File: src/hw/rtl/drr_pkg.sv
// package: shared types and constants for the decimal digit reverser
`timescale 1ns / 1ps
package drr_pkg;

  // field widths
  localparam int unsigned ValueW = 32;
  localparam int unsigned RevW   = 35;
  localparam int unsigned CntW   = 4;

  // default digit capacity of the converter
  localparam int unsigned DefaultMaxDigits = 10;

  // reciprocal of ten: floor(x / 10) == (x * Recip10) >> Recip10Shift for every 32-bit x
  localparam logic [ValueW-1:0] Recip10      = 32'hCCCC_CCCD;
  localparam int unsigned       Recip10Shift = 35;

  // word travelling down the digit pipeline
  typedef struct packed {
    logic              neg;
    logic [ValueW-1:0] mag;
    logic [RevW-1:0]   rev;
    logic [CntW-1:0]   cnt;
  } drr_item_t;

endpackage

File: src/hw/rtl/drr_sign_stage.sv
// module: output stage, restores the sign and holds the result word
`timescale 1ns / 1ps
module drr_sign_stage
  import drr_pkg::*;
(
  input  logic                   clk_i,
  input  logic                   rst_ni,
  input  logic                   valid_i,
  output logic                   ready_o,
  input  drr_item_t              item_i,
  output logic                   valid_o,
  input  logic                   ready_i,
  output logic signed [RevW-1:0] reversed_o,
  output logic        [CntW-1:0] digit_count_o
);

  logic            valid_q;
  logic [RevW-1:0] rev_d;
  logic [RevW-1:0] rev_q;
  logic [CntW-1:0] cnt_q;

  // two's complement negate for negative inputs
  assign rev_d   = item_i.neg ? (~item_i.rev + RevW'(1)) : item_i.rev;
  assign ready_o = !valid_q || ready_i;

  // output valid
  always_ff @(posedge clk_i or negedge rst_ni) begin
    if (!rst_ni) begin
      valid_q <= 1'b0;
    end else if (ready_o) begin
      valid_q <= valid_i;
    end
  end

  // output data
  always_ff @(posedge clk_i) begin
    if (ready_o && valid_i) begin
      rev_q <= rev_d;
      cnt_q <= item_i.cnt;
    end
  end

  assign valid_o       = valid_q;
  assign reversed_o    = rev_q;
  assign digit_count_o = cnt_q;

endmodule

File: config.mk
export PLATFORM = sky130hd
export DESIGN_NAME = drr_sign_stage
export DESIGN_NICKNAME = d
export VERILOG_FILES = /design/src/hw/rtl/drr_pkg.sv /design/src/hw/rtl/drr_sign_stage.sv
export SDC_FILE = /design/constraint.sdc
export NUM_CORES = 1
export LEC_CHECK = 0
export BUFFER_PORTS_ARGS = -buffer_cell sky130_fd_sc_hd__buf_2
export CORE_MARGIN = 1.5
export CORE_UTILIZATION = 47
export DETAILED_ROUTE_END_ITERATION = 8
export GPL_TIMING_DRIVEN = 1
export PLACE_DENSITY = 0.92
export SYNTH_ARGS = -nofsm -noshare
export SYNTH_HDL_FRONTEND = slang
export SYNTH_SLANG_ARGS = --single-unit
File: constraint.sdc
create_clock -name clk_i -period 3.5 [get_ports clk_i]
set_input_delay 0.175 -clock clk_i [delete_from_list [all_inputs] [get_ports clk_i]]
set_output_delay 0.175 -clock clk_i [all_outputs]
set_load 0.02 [all_outputs]
==> reports/summary.txt <==
largest net degree at the start of global routing - 40
core area - 4030 um^2
Clock H-tree levels - 2
cts bufs inserted - 5
routability cong. - 0.702
final setup vio count - 0
Worst EP required - 3.53 ns
Post-synth top flop - edfxtp_1
Die Area - 4640 um^2
Root Buffer - clkbuf_8
RSZ-0062 raised after global routing - no
first-pass GRT wire length - 6580 um
syn nets - 226
Placed Instances - 278
post-CTS setup buffer count - 0
initial drt markers - 138
Synth Cell Area - 1990 um^2
dpl hpwl - 3300 um
CTS max path bufs - 2
clock-pin transition on the worst setup and hold timing paths - 0.07 ns
Layout Area Growth over Synthesis - 27.8%
register bit total from synthesis - 40
# rows - 23
power consumption - 1.07 mW
Port Buffer Count - 84
status - finished clean
Final ANT Viol Nets - 0
sequential area share after synthesis - 60.0%
Die Ht - 68.1 um
post-layout min period - 1.95 ns
Slew @ Worst Pin - 0.905 ns
GRT overflow - 0
overall die width - 68.1 um
CP Launch Type - primary input
Post-synth EDFFs - 39
Leak Pwr - 0.956 nW
n_diodes - 0
final worst-path cycle share - 55.7%
final slew viol count - 0
Tightest Hold Check Type - primary input to register
peak supply drop - 0.000262 V
Clock Latency Late Sink - 0.28 ns
CP Class - primary input to register
critical path arrival - 1.97 ns
gr usage total - 19.9%
Setup crit end kind - register
layout cells sized above 1 - 40.5%
Clock Skews - 0.00324 ns
TNS Setup - 0 ns
Via density - 5.40
DR pass1 iterations - 4
final std cells w/o fill - 287
Syn Inst Count - 149
CTS sink count - 40
number of max-cap violations - 0
Synth cell types - 28
initial antenna violation count - 0
nets - 313
Ports - 117
vias in the first global route - 1429
DR DRC count - 0
Final Hold Fails - 0
CTS tree - built
starting density of the core - 49.5%
vias post-DR - 1550
Yosys warning count - 0
drt total wl - 4420 um
pwr/cell area - 420 nW/um^2
Relative slew margins - 39.7%
Synth async-reset ratio - 2.50%
Routed WL per cell - 15.4 um
CP Max Fanout - 12
achievable frequency - 0.513 GHz
hold_ws - 0.0631 ns
DP Area - 2460 um^2
Final Cell Area - 2550 um^2
syn avg cell area - 13.4 um^2
[kinds of logic (layout without fill, tap and decap cells)]
| kind of cell | after synthesis | in the layout | synth area share (%) |
|---|---|---|---|
| compound gates | 29 | 29 | 11.6 |
| xor+xnor | 33 | 33 | 14.5 |
| fa+ha+maj | 1 | 1 | 0.628 |
| buf+inv | 9 | 97 | 1.76 |
| flops | 40 | 40 | 60.0 |
| simple gates | 37 | 37 | 11.5 |
[per-stage QoR]
stage / setup slack, ns / util (%)
floorplan: 1.41 / -
global placement: 1.26 / 61.0
detailed placement: 1.24 / 61.0
CTS: 1.46 / 63.2
global route: 1.35 / 63.2
finish: 1.55 / 63.2
[layout by cell type, fill, tap and decap left out, types with 2 or more instances in the layout]
| cell type | n |
|---|---|
| buf_2 | 84 |
| edfxtp_1 | 39 |
| xnor2_1 | 33 |
| o31ai_1 | 12 |
| nand2_1 | 9 |
| o41ai_1 | 9 |
| o21ai_1 | 5 |
| clkbuf_8 | 5 |
| nor2_1 | 4 |
| inv_1 | 4 |
| nand4b_1 | 3 |
| or3_1 | 3 |
| nand2b_1 | 3 |
| nor4_2 | 2 |
| nor3_1 | 2 |
| nor4_1 | 2 |
| nand3_1 | 2 |
| o21ai_0 | 2 |
| clkbuf_1 | 2 |
[final cells by class]
cell class / count / area [um^2]
clock inverter: 1 / 3.75
tap: 50 / 62.6
sequential: 40 / 1200
fill: 338 / 1480
inverter: 4 / 15.0
multi-input combinational: 100 / 763
clock buffer: 7 / 76.3
timing repair buffer: 85 / 430
[worst max-delay path, cell delays in order]
cell	delay, ns
buf_2	0.12
nor3_1	0.42
nand4_1	0.55
o41ai_1	0.60
xnor2_1	0.11
[cells in the mapped netlist (2+ instances only)]
| cell | count | area [um^2] |
|---|---|---|
| nand2b_1 | 3 | 18.8 |
| o41ai_1 | 9 | 78.8 |
| nand2_1 | 9 | 33.8 |
| inv_1 | 4 | 15.0 |
| nand4b_1 | 3 | 26.3 |
| nor3_1 | 2 | 10.0 |
| clkbuf_1 | 4 | 15.0 |
| nor4_1 | 2 | 12.5 |
| xnor2_1 | 33 | 289 |
| nand3_1 | 2 | 10.0 |
| edfxtp_1 | 39 | 1170 |
| o31ai_1 | 12 | 90.1 |
| nor4_2 | 2 | 25.0 |
| o21ai_1 | 5 | 25.0 |
| o21ai_0 | 2 | 10.0 |
| nor2_1 | 4 | 15.0 |
| or3_1 | 3 | 18.8 |
[per-layer routing]
| metal | up-vias | routed length [um] | track usage (%) | share of wire, % |
|---|---|---|---|---|
| met5 | - | 0 | 0 | 0 |
| met4 | 0 | 42 | 7.75 | 0.95 |
| met3 | 4 | 236 | 6.25 | 5.3 |
| met2 | 56 | 2460 | 36.0 | 56 |
| met1 | 742 | 1680 | 21.4 | 38 |
| li1 | 748 | - | - | - |
[worst paths after layout]
check	start	end	slack [ns]	cells past startpoint
min	item_i[3]	digit_count_o[3]	0.06	1
min reg2reg	valid_o	valid_o	0.61	2
max reg2reg	valid_o	reversed_o[31]	1.84	2
min in group asynchronous	rst_ni	valid_o	0.21	2
max	item_i[17]	reversed_o[31]	1.55	5
max in group asynchronous	rst_ni	valid_o	3.20	2
[repair_timing]
action                                 4_1_cts  5_1_grt
endpoints found under the hold margin        1        0
gates resized for setup                      0        0
hold buffers                                 1        0
[flip-flops by register name, indices dropped and copies added (netlist names)]
signal,count
digit_count_o,4
reversed_o,35
valid_o,1
[report_power, final]
part           internal [mW]  leakage (nW)  total, mW  switching [mW]
clock                  0.139        0.0399      0.292           0.153
sequential             0.571         0.382      0.580         0.00856
combinational         0.0776         0.534      0.199           0.121
(Power assumes the default switching activity.)
