[src/hw/rtl/drr_pkg.sv]
// package: shared types and constants for the decimal digit reverser
`timescale 1ns / 1ps
package drr_pkg;

  // field widths
  localparam int unsigned ValueW = 32;
  localparam int unsigned RevW   = 35;
  localparam int unsigned CntW   = 4;

  // default digit capacity of the converter
  localparam int unsigned DefaultMaxDigits = 10;

  // reciprocal of ten: floor(x / 10) == (x * Recip10) >> Recip10Shift for every 32-bit x
  localparam logic [ValueW-1:0] Recip10      = 32'hCCCC_CCCD;
  localparam int unsigned       Recip10Shift = 35;

  // word travelling down the digit pipeline
  typedef struct packed {
    logic              neg;
    logic [ValueW-1:0] mag;
    logic [RevW-1:0]   rev;
    logic [CntW-1:0]   cnt;
  } drr_item_t;

endpackage

[src/hw/rtl/drr_abs_stage.sv]
// module: input stage, splits the word into sign and magnitude
`timescale 1ns / 1ps
module drr_abs_stage
  import drr_pkg::*;
(
  input  logic                     clk_i,
  input  logic                     rst_ni,
  input  logic                     valid_i,
  output logic                     ready_o,
  input  logic signed [ValueW-1:0] value_i,
  output logic                     valid_o,
  input  logic                     ready_i,
  output drr_item_t                item_o
);

  logic      valid_q;
  drr_item_t item_d;
  drr_item_t item_q;

  // magnitude in 32-bit unsigned, exact for the most negative value too
  always_comb begin
    item_d.neg = value_i[ValueW-1];
    item_d.mag = value_i[ValueW-1] ? (~value_i + ValueW'(1)) : value_i;
    item_d.rev = '0;
    item_d.cnt = '0;
  end

  assign ready_o = !valid_q || ready_i;

  // stage valid
  always_ff @(posedge clk_i or negedge rst_ni) begin
    if (!rst_ni) begin
      valid_q <= 1'b0;
    end else if (ready_o) begin
      valid_q <= valid_i;
    end
  end

  // stage data
  always_ff @(posedge clk_i) begin
    if (ready_o && valid_i) begin
      item_q <= item_d;
    end
  end

  assign valid_o = valid_q;
  assign item_o  = item_q;

endmodule

[config.mk]
export PLATFORM = sky130hd
export DESIGN_NAME = drr_abs_stage
export DESIGN_NICKNAME = d
export VERILOG_FILES = /design/src/hw/rtl/drr_pkg.sv /design/src/hw/rtl/drr_abs_stage.sv
export SDC_FILE = /design/constraint.sdc
export NUM_CORES = 1
export LEC_CHECK = 0
export BUFFER_PORTS_ARGS = -buffer_cell sky130_fd_sc_hd__buf_2
export CORE_UTILIZATION = 49
export CTS_CLUSTER_DIAMETER = 30
export DETAILED_ROUTE_END_ITERATION = 6
export GPL_TIMING_DRIVEN = 0
export PLACE_DENSITY = 0.9
export SLEW_MARGIN = 20
export SYNTH_ARGS = -nofsm -noshare
export SYNTH_HDL_FRONTEND = slang
export SYNTH_SLANG_ARGS = --single-unit
export TNS_END_PERCENT = 5
[constraint.sdc]
create_clock -name clk_i -period 3.6 [get_ports clk_i]
set_clock_uncertainty 0.1 [all_clocks]
set_input_delay 0.72 -clock clk_i [delete_from_list [all_inputs] [get_ports clk_i]]
set_output_delay 0.72 -clock clk_i [all_outputs]
set_load 0.005 [all_outputs]
==> qor.csv, run 1 <==
stage,metric,value,unit
routing,drt_wl_total,4.230,mm
timing,period_share,61.18,%
timing,final-max-slew-violation-count,0,
routing,drtIter0Drc,146,
run,drv_cap,0,
setup_path,reg2reg_to,item_o[40]$_DFFE_PP_,
layout,layout_commonest_cell,buf_2,
cts,cts_tree,built,
power_and_ir_drop,ir_drop,0.0001281,V
layout,final_cells,340,
timing,rsz0062_at_grt,false,
status,status,"finished, final reports clean",
yosys,yosysSeqAreaShare,48.36,%
layout,layout_common_cells,"70 x buf_2, 39 x buf_4, 39 x conb_1, 33 x edfxtp_1, 29 x xnor2_1",
yosys,synth_cell_types,30,
global_routing,grt_pass1_vias,1425,
cts,root_buffer,clkbuf_8,
timing,final.setup.worst_slack,1.397,ns
cts,cts_setup_buffers,0,
setup_path,path_class,in -> reg,
layout,drive_gt1_share,44.14,%
die,core_area,4058,um^2
yosys,yosys_warnings,0,
routing,dr.pass1.iters,7,
layout,final_area,2748,um^2
die,dieArea,4553,um^2
hold_path,hp-class,in -> async,
yosys,syn_avg_cell_area,12.07,um^2
setup_path,r2r-start,valid_o$_DFFE_PN0N_,
cts,insertion_delay,0.28,ns
timing,fin_crit,2.203,ns
routing,wire_per_inst,12.44,um
placement,dp_slack,1.090,ns
power_and_ir_drop,total_power,0.9539,mW
placement,dp_cells,332,
global_routing,grt_overflow_total,0,
layout,syn2layout_area_growth,30.79,%
global_routing,grt_pass1_wl,6.451,mm
global_routing,track_usage,19.37,%
cts,clkSinkCount,34,
die,start_util,51.77,%
die,dieWidth,67.48,um
routing,drc,0,
layout,post-route-util,67.72,%
power_and_ir_drop,leakagePower,1.200,nW
routing,vias,1603,
timing,fmax,454.0,MHz
yosys,synth_seq_cells,34,
cts,cts_resized,0,
cts,clockBufferDepth,2,
timing,setup_violations,0,
setup_path,crit_fanout,6,
timing,hold_viol,0,
die,top_level_ports,110,
routing,post_drt_via_cell_ratio,4.715,
cts,htree_levels,2,
setup_path,cp-start-kind,input port,
cts,cts_hold_buf,0,
setup_path,rrSetupSlack,1.99,ns
timing,hold_slack,0.09848,ns
die,die_h,67.48,um
timing,finalSetupTns,0,ns
die,std_cell_rows,23,
routing,antenna_left,0,
placement,gp_congestion,0.7980,
timing,timing.slew.headroom,49.54,%
setup_path,cp_data_required_time,3.53,ns
layout,nets,327,
setup_path,arrival,2.13,ns
setup_path,critPathCaptureType,register,
global_routing,antenna_found_initial,0,
layout,diodes,0,
yosys,synth_cells,174,
placement,numPortBuffers,70,
timing,worst_slew_pin_slew,0.7569,ns
global_routing,grt_max_degree,34,
placement,placed_area,2658,um^2
placement,dpl.hpwl,3.321,mm
cts,clk_pin_slew,0.06,ns
cts,numCtsBuffers,5,
setup_path,r2r_cells,2,
power_and_ir_drop,p_per_area,347.2,nW/um^2
yosys,synth_area,2101,um^2
## cell type report
type                    instances  area [um^2]
fillers                       311         1310
flip-flops and latches         34         1016
multi-input cells             134        917.1
repair buffers                 70        350.3
plain buffers                  42        304.0
clock buffers                   8        90.09
well taps                      50        62.56
inverters                       2        7.507
## critical path, stage by stage
cell     delay [ns]
buf_2          0.12
nor4_4         0.49
nand4_1        0.34
o31ai_1        0.35
xnor2_1        0.11
## cell usage after synthesis
cell | number | area share (%)
nand4_1 | 1 | 0.30
o21ai_0 | 8 | 1.9
o41ai_2 | 6 | 4.6
o41ai_1 | 1 | 0.42
nand3b_1 | 1 | 0.36
nor4_4 | 2 | 2.0
nand3_1 | 1 | 0.24
xnor2_1 | 29 | 12
o31ai_1 | 10 | 3.6
conb_1 | 1 | 0.18
nor2_1 | 5 | 0.89
ha_1 | 2 | 1.2
nor3_1 | 2 | 0.48
nand2_1 | 12 | 2.1
buf_4 | 39 | 14
inv_1 | 2 | 0.36
o31ai_2 | 1 | 0.60
edfxtp_1 | 33 | 47
dfrtp_1 | 1 | 1.2
and2_1 | 1 | 0.30
nor4_1 | 2 | 0.60
nor4_2 | 1 | 0.60
or4b_1 | 1 | 0.48
nand4_2 | 1 | 0.60
nand4_4 | 1 | 1.0
or4_1 | 2 | 0.71
or3_1 | 2 | 0.60
buf_1 | 2 | 0.36
clkbuf_1 | 1 | 0.18
nand2b_1 | 3 | 0.89
## how the worst max path moves through the flow
stage                          start                   end  slack (ns)  depth (start not counted)
after floorplan              ready_i  item_o[39]$_DFFE_PP_        1.41                          2
after global placement       ready_i  item_o[60]$_DFFE_PP_        1.09                          3
after detailed placement  value_i[5]  item_o[53]$_DFFE_PP_        1.09                          5
after CTS                 value_i[5]  item_o[53]$_DFFE_PP_        1.39                          5
after global routing      value_i[5]  item_o[61]$_DFFE_PP_        1.24                          5
final                     value_i[5]  item_o[53]$_DFFE_PP_        1.40                          5
## registers in the layout (all words and copies together) (netlist names)
register and flops:
valid_o 1, item_o 33
## logic make-up after synthesis
group	count (synthesis)	share of synthesized area [%]
buffers and inverters	44	14.83
and+or+nand+nor	38	12.21
DFF	34	48.36
xor gates and xnor gates	29	12.09
AOI/OAI and AO/OA	26	11.14
adders and majority gates	2	1.191
other	1	0.1785
## report_power, final
part | total [mW] | switching (mW) | internal (mW)
registers | 0.478 | 0.00626 | 0.472
clock network | 0.291 | 0.135 | 0.156
logic | 0.184 | 0.0925 | 0.0920
## per-layer routing
layer,vias up,part of all wire (%),track usage (%),wire length (um)
met1,726,39,22.29,1636
met2,85,50,32.67,2106
met5,-,0,0,0
met4,0,1.7,7.979,74
met3,9,9.7,6.419,412
li1,783,-,-,-
No activity file was read; power rests on OpenSTA's default activity.
==> run 2: changes to the inputs <==
--- a/config.mk
+++ b/config.mk
@@ -6,11 +6,11 @@
 export NUM_CORES = 1
 export LEC_CHECK = 0
 export BUFFER_PORTS_ARGS = -buffer_cell sky130_fd_sc_hd__buf_2
-export CORE_UTILIZATION = 49
+export CORE_UTILIZATION = 45
 export CTS_CLUSTER_DIAMETER = 30
 export DETAILED_ROUTE_END_ITERATION = 6
 export GPL_TIMING_DRIVEN = 0
-export PLACE_DENSITY = 0.9
+export PLACE_DENSITY = 0.84
 export SLEW_MARGIN = 20
 export SYNTH_ARGS = -nofsm -noshare
 export SYNTH_HDL_FRONTEND = slang
==> constraint.sdc (replaced) <==
create_clock -name clk_i -period 2.08 [get_ports clk_i]
set_clock_uncertainty 0.1 [all_clocks]
set_input_delay 0.416 -clock clk_i [delete_from_list [all_inputs] [get_ports clk_i]]
set_output_delay 0.416 -clock clk_i [all_outputs]
set_load 0.005 [all_outputs]
==> run 2 against run 1 <==
  * Critical path depth did not move
  * Register-to-register slack got worse by 1.5 ns
  * Power up 69%
  * Critical endpoint is now item_o[65]$_DFFE_PP_
  * Core utilization fell by 5.4 points
  * Non-clock buffer count up 1
  * Die area up 8.6%
  * First-iteration DRC count is 40% lower
  * Via count down 1.1%
  * Clock-buffer cell count fell by 2
  * Largest cell class unchanged
  * Setup slack got worse by 1.2 ns
==> qor.csv, run 2 (synthesized netlist as in run 1, its figures left out) <==
stage,metric,value,unit
die,core_area,4414,um^2
layout,diodes,0,
setup_path,cp_data_required_time,2.01,ns
routing,drc,0,
timing,final.setup.worst_slack,0.1939,ns
routing,drtIter0Drc,87,
timing,worst_slew_pin_slew,0.7587,ns
global_routing,track_usage,18.17,%
setup_path,r2r_cells,2,
global_routing,grt_overflow_total,0,
global_routing,grt_pass1_wl,6.893,mm
cts,cts_resized,0,
cts,clockBufferDepth,2,
die,die_h,70.33,um
layout,largest_reg_flops,33,
layout,drive_gt1_share,43.99,%
power_and_ir_drop,leakagePower,1.201,nW
placement,gp_congestion,0.7567,
setup_path,r2r-start,valid_o$_DFFE_PN0N_,
timing,timing.slew.headroom,49.42,%
cts,cts_tree,built,
hold_path,whs_path_depth,2,
global_routing,grt_pass1_vias,1529,
global_routing,grt_max_degree,34,
cts,clkSinkCount,34,
setup_path,crit_buf_inv,1,
cts,numCtsBuffers,5,
layout,layout_commonest_cell,buf_2,
setup_path,path_class,in -> reg,
die,top_level_ports,110,
power_and_ir_drop,p_per_area,585.3,nW/um^2
routing,drt_wl_total,4.245,mm
timing,hold_viol,0,
placement,numPortBuffers,70,
run,drv_cap,0,
hold_path,hp-class,in -> reg,
timing,setup_violations,0,
setup_path,critical-path-top-delay-family,simple AND/OR/NAND/NOR gates,
routing,dr.pass1.iters,4,
cts,root_buffer,clkbuf_8,
timing,final-max-slew-violation-count,0,
timing,fmax,530.2,MHz
setup_path,reg2reg_to,item_o[45]$_DFFE_PP_,
setup_path,arrival,1.82,ns
setup_path,cp_cell_sequence,buf_2 > nor4_4 > nand4_1 > o31ai_1 > xnor2_1,
setup_path,slowest_delay,0.47,ns
routing,vias,1586,
cts,insertion_delay,0.28,ns
setup_path,critPathCaptureType,register,
setup_path,slowest_stage,nor4_4,
layout,post-route-util,62.33,%
timing,fin_crit,1.886,ns
hold_path,holdPathEnd,valid_o$_DFFE_PN0N_,
die,dieArea,4946,um^2
routing,post_drt_via_cell_ratio,4.624,
routing,wire_per_inst,12.38,um
status,status,"finished, final reports clean",
layout,syn2layout_area_growth,30.97,%
routing,antenna_left,0,
power_and_ir_drop,ir_drop,0.0002492,V
timing,period_share,90.68,%
cts,clk_pin_slew,0.06,ns
global_routing,antenna_found_initial,0,
setup_path,crit_fanout,6,
placement,dpl.hpwl,3.194,mm
layout,layout_common_cells,"70 x buf_2, 39 x buf_4, 39 x conb_1, 33 x edfxtp_1, 29 x xnor2_1",
placement,dp_slack,-0.1346,ns
die,std_cell_rows,24,
layout,nets,328,
cts,htree_levels,2,
setup_path,cp-start-kind,input port,
setup_path,rrSetupSlack,0.47,ns
die,start_util,47.59,%
hold_path,hold_start,valid_i,
die,dieWidth,70.33,um
layout,fillers,376,
timing,rsz0062_at_grt,false,
[run 2: area by class of cell]
class / instances / area (um^2) / share of cell area (%)
sequential: 34 / 1016 / 36.93
multi-input combinational: 134 / 917.1 / 33.33
timing repair buffer: 71 / 360.3 / 13.10
buffer: 42 / 304.0 / 11.05
clock buffer: 6 / 72.57 / 2.638
tap: 52 / 65.06 / 2.365
clock inverter: 2 / 8.758 / 0.3183
inverter: 2 / 7.507 / 0.2729
[run 2: routing by layer]
metal	GRT usage [%]	vias up	routed length, um
met5	0	-	0
met4	9.111	0	80
met3	5.483	10	454
met2	31.53	88	2111
met1	19.89	702	1597
li1	-	786	-
[run 2: power by group]
part / internal, mW / leakage, nW / switching, mW / total (mW)
Clock: 0.230 / 0.0426 / 0.233 / 0.462
Sequential: 0.817 / 0.326 / 0.0104 / 0.828
Combinational: 0.160 / 0.833 / 0.160 / 0.320
Total: 1.21 / 1.20 / 0.403 / 1.61
[run 2: per-stage QoR]
stage | cell area [um^2] | hold WS, ns | setup TNS [ns] | total power [mW] | instances
2_1_floorplan | 2243 | 0.02041 | 0 | 1.029 | 212
3_3_place_gp | 2659 | 0.09132 | -5.020 | 1.150 | 334
3_5_place_dp | 2660 | 0.09248 | -0.9879 | 1.158 | 334
4_1_cts | 2751 | 0.2354 | 0 | 1.614 | 343
5_1_grt | 2751 | 0.2418 | 0 | 1.681 | 343
6_report | 2751 | 0.2296 | 0 | 1.610 | 343
[run 2: worst max-delay path by stage]
stage | startpoint | to | slack [ns] | cells after the start
final | value_i[5] | item_o[65]$_DFFE_PP_ | 0.19 | 5
after global routing | value_i[21] | item_o[69]$_DFFE_PP_ | 0.08 | 5
after CTS | value_i[5] | item_o[65]$_DFFE_PP_ | 0.17 | 5
after detailed placement | value_i[5] | item_o[65]$_DFFE_PP_ | -0.13 | 5
after global placement | ready_i | item_o[60]$_DFFE_PP_ | -0.14 | 3
after floorplan | ready_i | item_o[39]$_DFFE_PP_ | 0.19 | 2
[run 2: what timing repair did]
action,4_1_cts,5_1_grt
setup buffers,0,0
hold buffers,1,0
hold endpoints to repair,1,0
==> run 3: changes to the inputs <==
--- a/config.mk
+++ b/config.mk
@@ -6,6 +6,7 @@
 export NUM_CORES = 1
 export LEC_CHECK = 0
 export BUFFER_PORTS_ARGS = -buffer_cell sky130_fd_sc_hd__buf_2
+export CORE_ASPECT_RATIO = 1.25
 export CORE_UTILIZATION = 45
 export CTS_CLUSTER_DIAMETER = 30
 export DETAILED_ROUTE_END_ITERATION = 6
==> run 3 against run 2 <==
  * Critical path depth is the same
  * Flip-flop and latch count is the same
  * Critical path type unchanged
  * Power shrank 0.99%
  * Sequential power is essentially flat
  * Maximum frequency shrank 0.69%
  * Final cell count grew 1.7%
  * Cell area grew 0.23%
  * Die area is essentially flat
  * Core utilization shrank 0.49 points
==> qor.csv, run 3 (synthesized netlist as in run 1, its figures left out) <==
stage,metric,value,unit
layout,fillers,392,
layout,syn2layout_area_growth,31.27,%
routing,drt_wl_total,4.165,mm
timing,fin_crit,1.899,ns
cts,clkSinkCount,34,
layout,layout_commonest_cell,buf_2,
placement,numPortBuffers,70,
timing,timing.slew.headroom,50.29,%
cts,htree_levels,2,
setup_path,slowest_stage,nor4_1,
global_routing,grt_overflow_total,0,
layout,drive_gt1_share,43.64,%
die,start_util,47.11,%
layout,multi_input_area,917.1,um^2
routing,post_drt_via_cell_ratio,4.599,
setup_path,r2r_cells,2,
hold_path,hold_start,valid_i,
placement,gp_congestion,0.8059,
hold_path,hp-class,in -> reg,
timing,worst_slew_pin_slew,0.7456,ns
layout,layout_common_cells,"70 x buf_2, 39 x buf_4, 39 x conb_1, 33 x edfxtp_1, 29 x xnor2_1",
cts,numCtsBuffers,5,
routing,wire_per_inst,11.93,um
power_and_ir_drop,ir_drop,0.0002421,V
cts,insertion_delay,0.27,ns
power_and_ir_drop,leakagePower,1.199,nW
timing,final-max-slew-violation-count,0,
hold_path,whs_path_depth,2,
cts,root_buffer,clkbuf_8,
global_routing,grt_pass1_wl,6.513,mm
run,drv_cap,0,
setup_path,critPathCaptureType,register,
setup_path,r2r-start,valid_o$_DFFE_PN0N_,
setup_path,cp-start-kind,input port,
setup_path,cp_cell_sequence,buf_2 > nor4_1 > nand3_1 > o41ai_2 > xnor2_1,
die,core_area,4459,um^2
die,std_cell_rows,27,
setup_path,path_class,in -> reg,
cts,cts_setup_buffers,0,
setup_path,crit_buf_inv,1,
die,dieWidth,63.11,um
timing,fmax,526.6,MHz
timing,final.setup.worst_slack,0.1809,ns
layout,seq_area,1016,um^2
routing,dr.pass1.iters,4,
routing,drc,0,
timing,period_share,91.30,%
layout,nets,328,
setup_path,rrSetupSlack,0.47,ns
layout,diodes,0,
placement,dp_slack,-0.1178,ns
hold_path,holdPathEnd,valid_o$_DFFE_PN0N_,
cts,clockBufferDepth,2,
setup_path,arrival,1.82,ns
timing,setup_violations,0,
setup_path,crit_fanout,6,
power_and_ir_drop,p_per_area,578.2,nW/um^2
die,top_level_ports,110,
routing,vias,1605,
cts,cts_tree,built,
global_routing,antenna_found_initial,0,
die,dieArea,4947,um^2
placement,dpl.hpwl,3.194,mm
cts,cts_resized,0,
layout,largest_reg_flops,33,
setup_path,cp_data_required_time,2.00,ns
status,status,"finished, final reports clean",
die,die_h,78.39,um
setup_path,critical-path-top-delay-family,simple AND/OR/NAND/NOR gates,
global_routing,grt_max_degree,34,
setup_path,reg2reg_to,item_o[68]$_DFFE_PP_,
setup_path,slowest_delay,0.45,ns
cts,clk_pin_slew,0.06,ns
routing,drtIter0Drc,66,
timing,finalSetupTns,0,ns
timing,hold_slack,0.2407,ns
global_routing,track_usage,17.36,%
cts,cts_hold_buf,1,
routing,antenna_left,0,
timing,hold_viol,0,
global_routing,grt_pass1_vias,1508,
timing,rsz0062_at_grt,false,
## run 3: changes by cell type in the layout (fill, tap and decap cells not counted)
cell,delta
clkinv_1,+2
clkbuf_1,-1
clkinv_2,-1
## run 3: power by group
part | internal [mW] | total (mW) | switching (mW)
sequential | 0.817 | 0.829 | 0.0115
clock | 0.223 | 0.446 | 0.223
combinational | 0.160 | 0.319 | 0.159
## run 3: worst max path at each step
stage,from,to,cells past startpoint
3_5_place_dp,value_i[5],item_o[61]$_DFFE_PP_,5
6_report,value_i[13],item_o[69]$_DFFE_PP_,5
2_1_floorplan,ready_i,item_o[39]$_DFFE_PP_,2
4_1_cts,value_i[5],item_o[53]$_DFFE_PP_,5
3_3_place_gp,ready_i,item_o[60]$_DFFE_PP_,3
5_1_grt,value_i[5],item_o[53]$_DFFE_PP_,5
## run 3: per-layer routing
| layer | GRT usage (%) | part of all wire [%] | up-vias |
|---|---|---|---|
| met1 | 18.45 | 39 | 718 |
| met5 | 0 | 0 | - |
| met3 | 3.634 | 8.4 | 12 |
| met2 | 31.18 | 50 | 87 |
| met4 | 10.23 | 3.0 | 0 |
| li1 | - | - | 788 |
## run 3: stage by stage
stage	instance area (um^2)	utilization [%]	std cells	power, mW
floorplan	2243	-	212	1.029
global placement	2666	59.79	340	1.150
detailed placement	2668	59.82	340	1.160
CTS	2758	61.84	349	1.610
global route	2758	61.84	349	1.669
finish	2758	61.84	349	1.594
## run 3: worst reg2reg max path: cells and delay by family, from the launching register on
kind	cells	cell delay, ns
simple gates	2	0.75
flops	1	0.38
## run 3: layout make-up
| type | instances | share of cell area (%) |
|---|---|---|
| Sequential cell | 34 | 36.84 |
| Buffer | 42 | 11.03 |
| Timing Repair Buffer | 71 | 13.07 |
| Multi-Input combinational cell | 134 | 33.26 |
| Clock buffer | 5 | 2.495 |
| Inverter | 2 | 0.2722 |
| Tap cell | 58 | 2.632 |
| Clock inverter | 3 | 0.4083 |
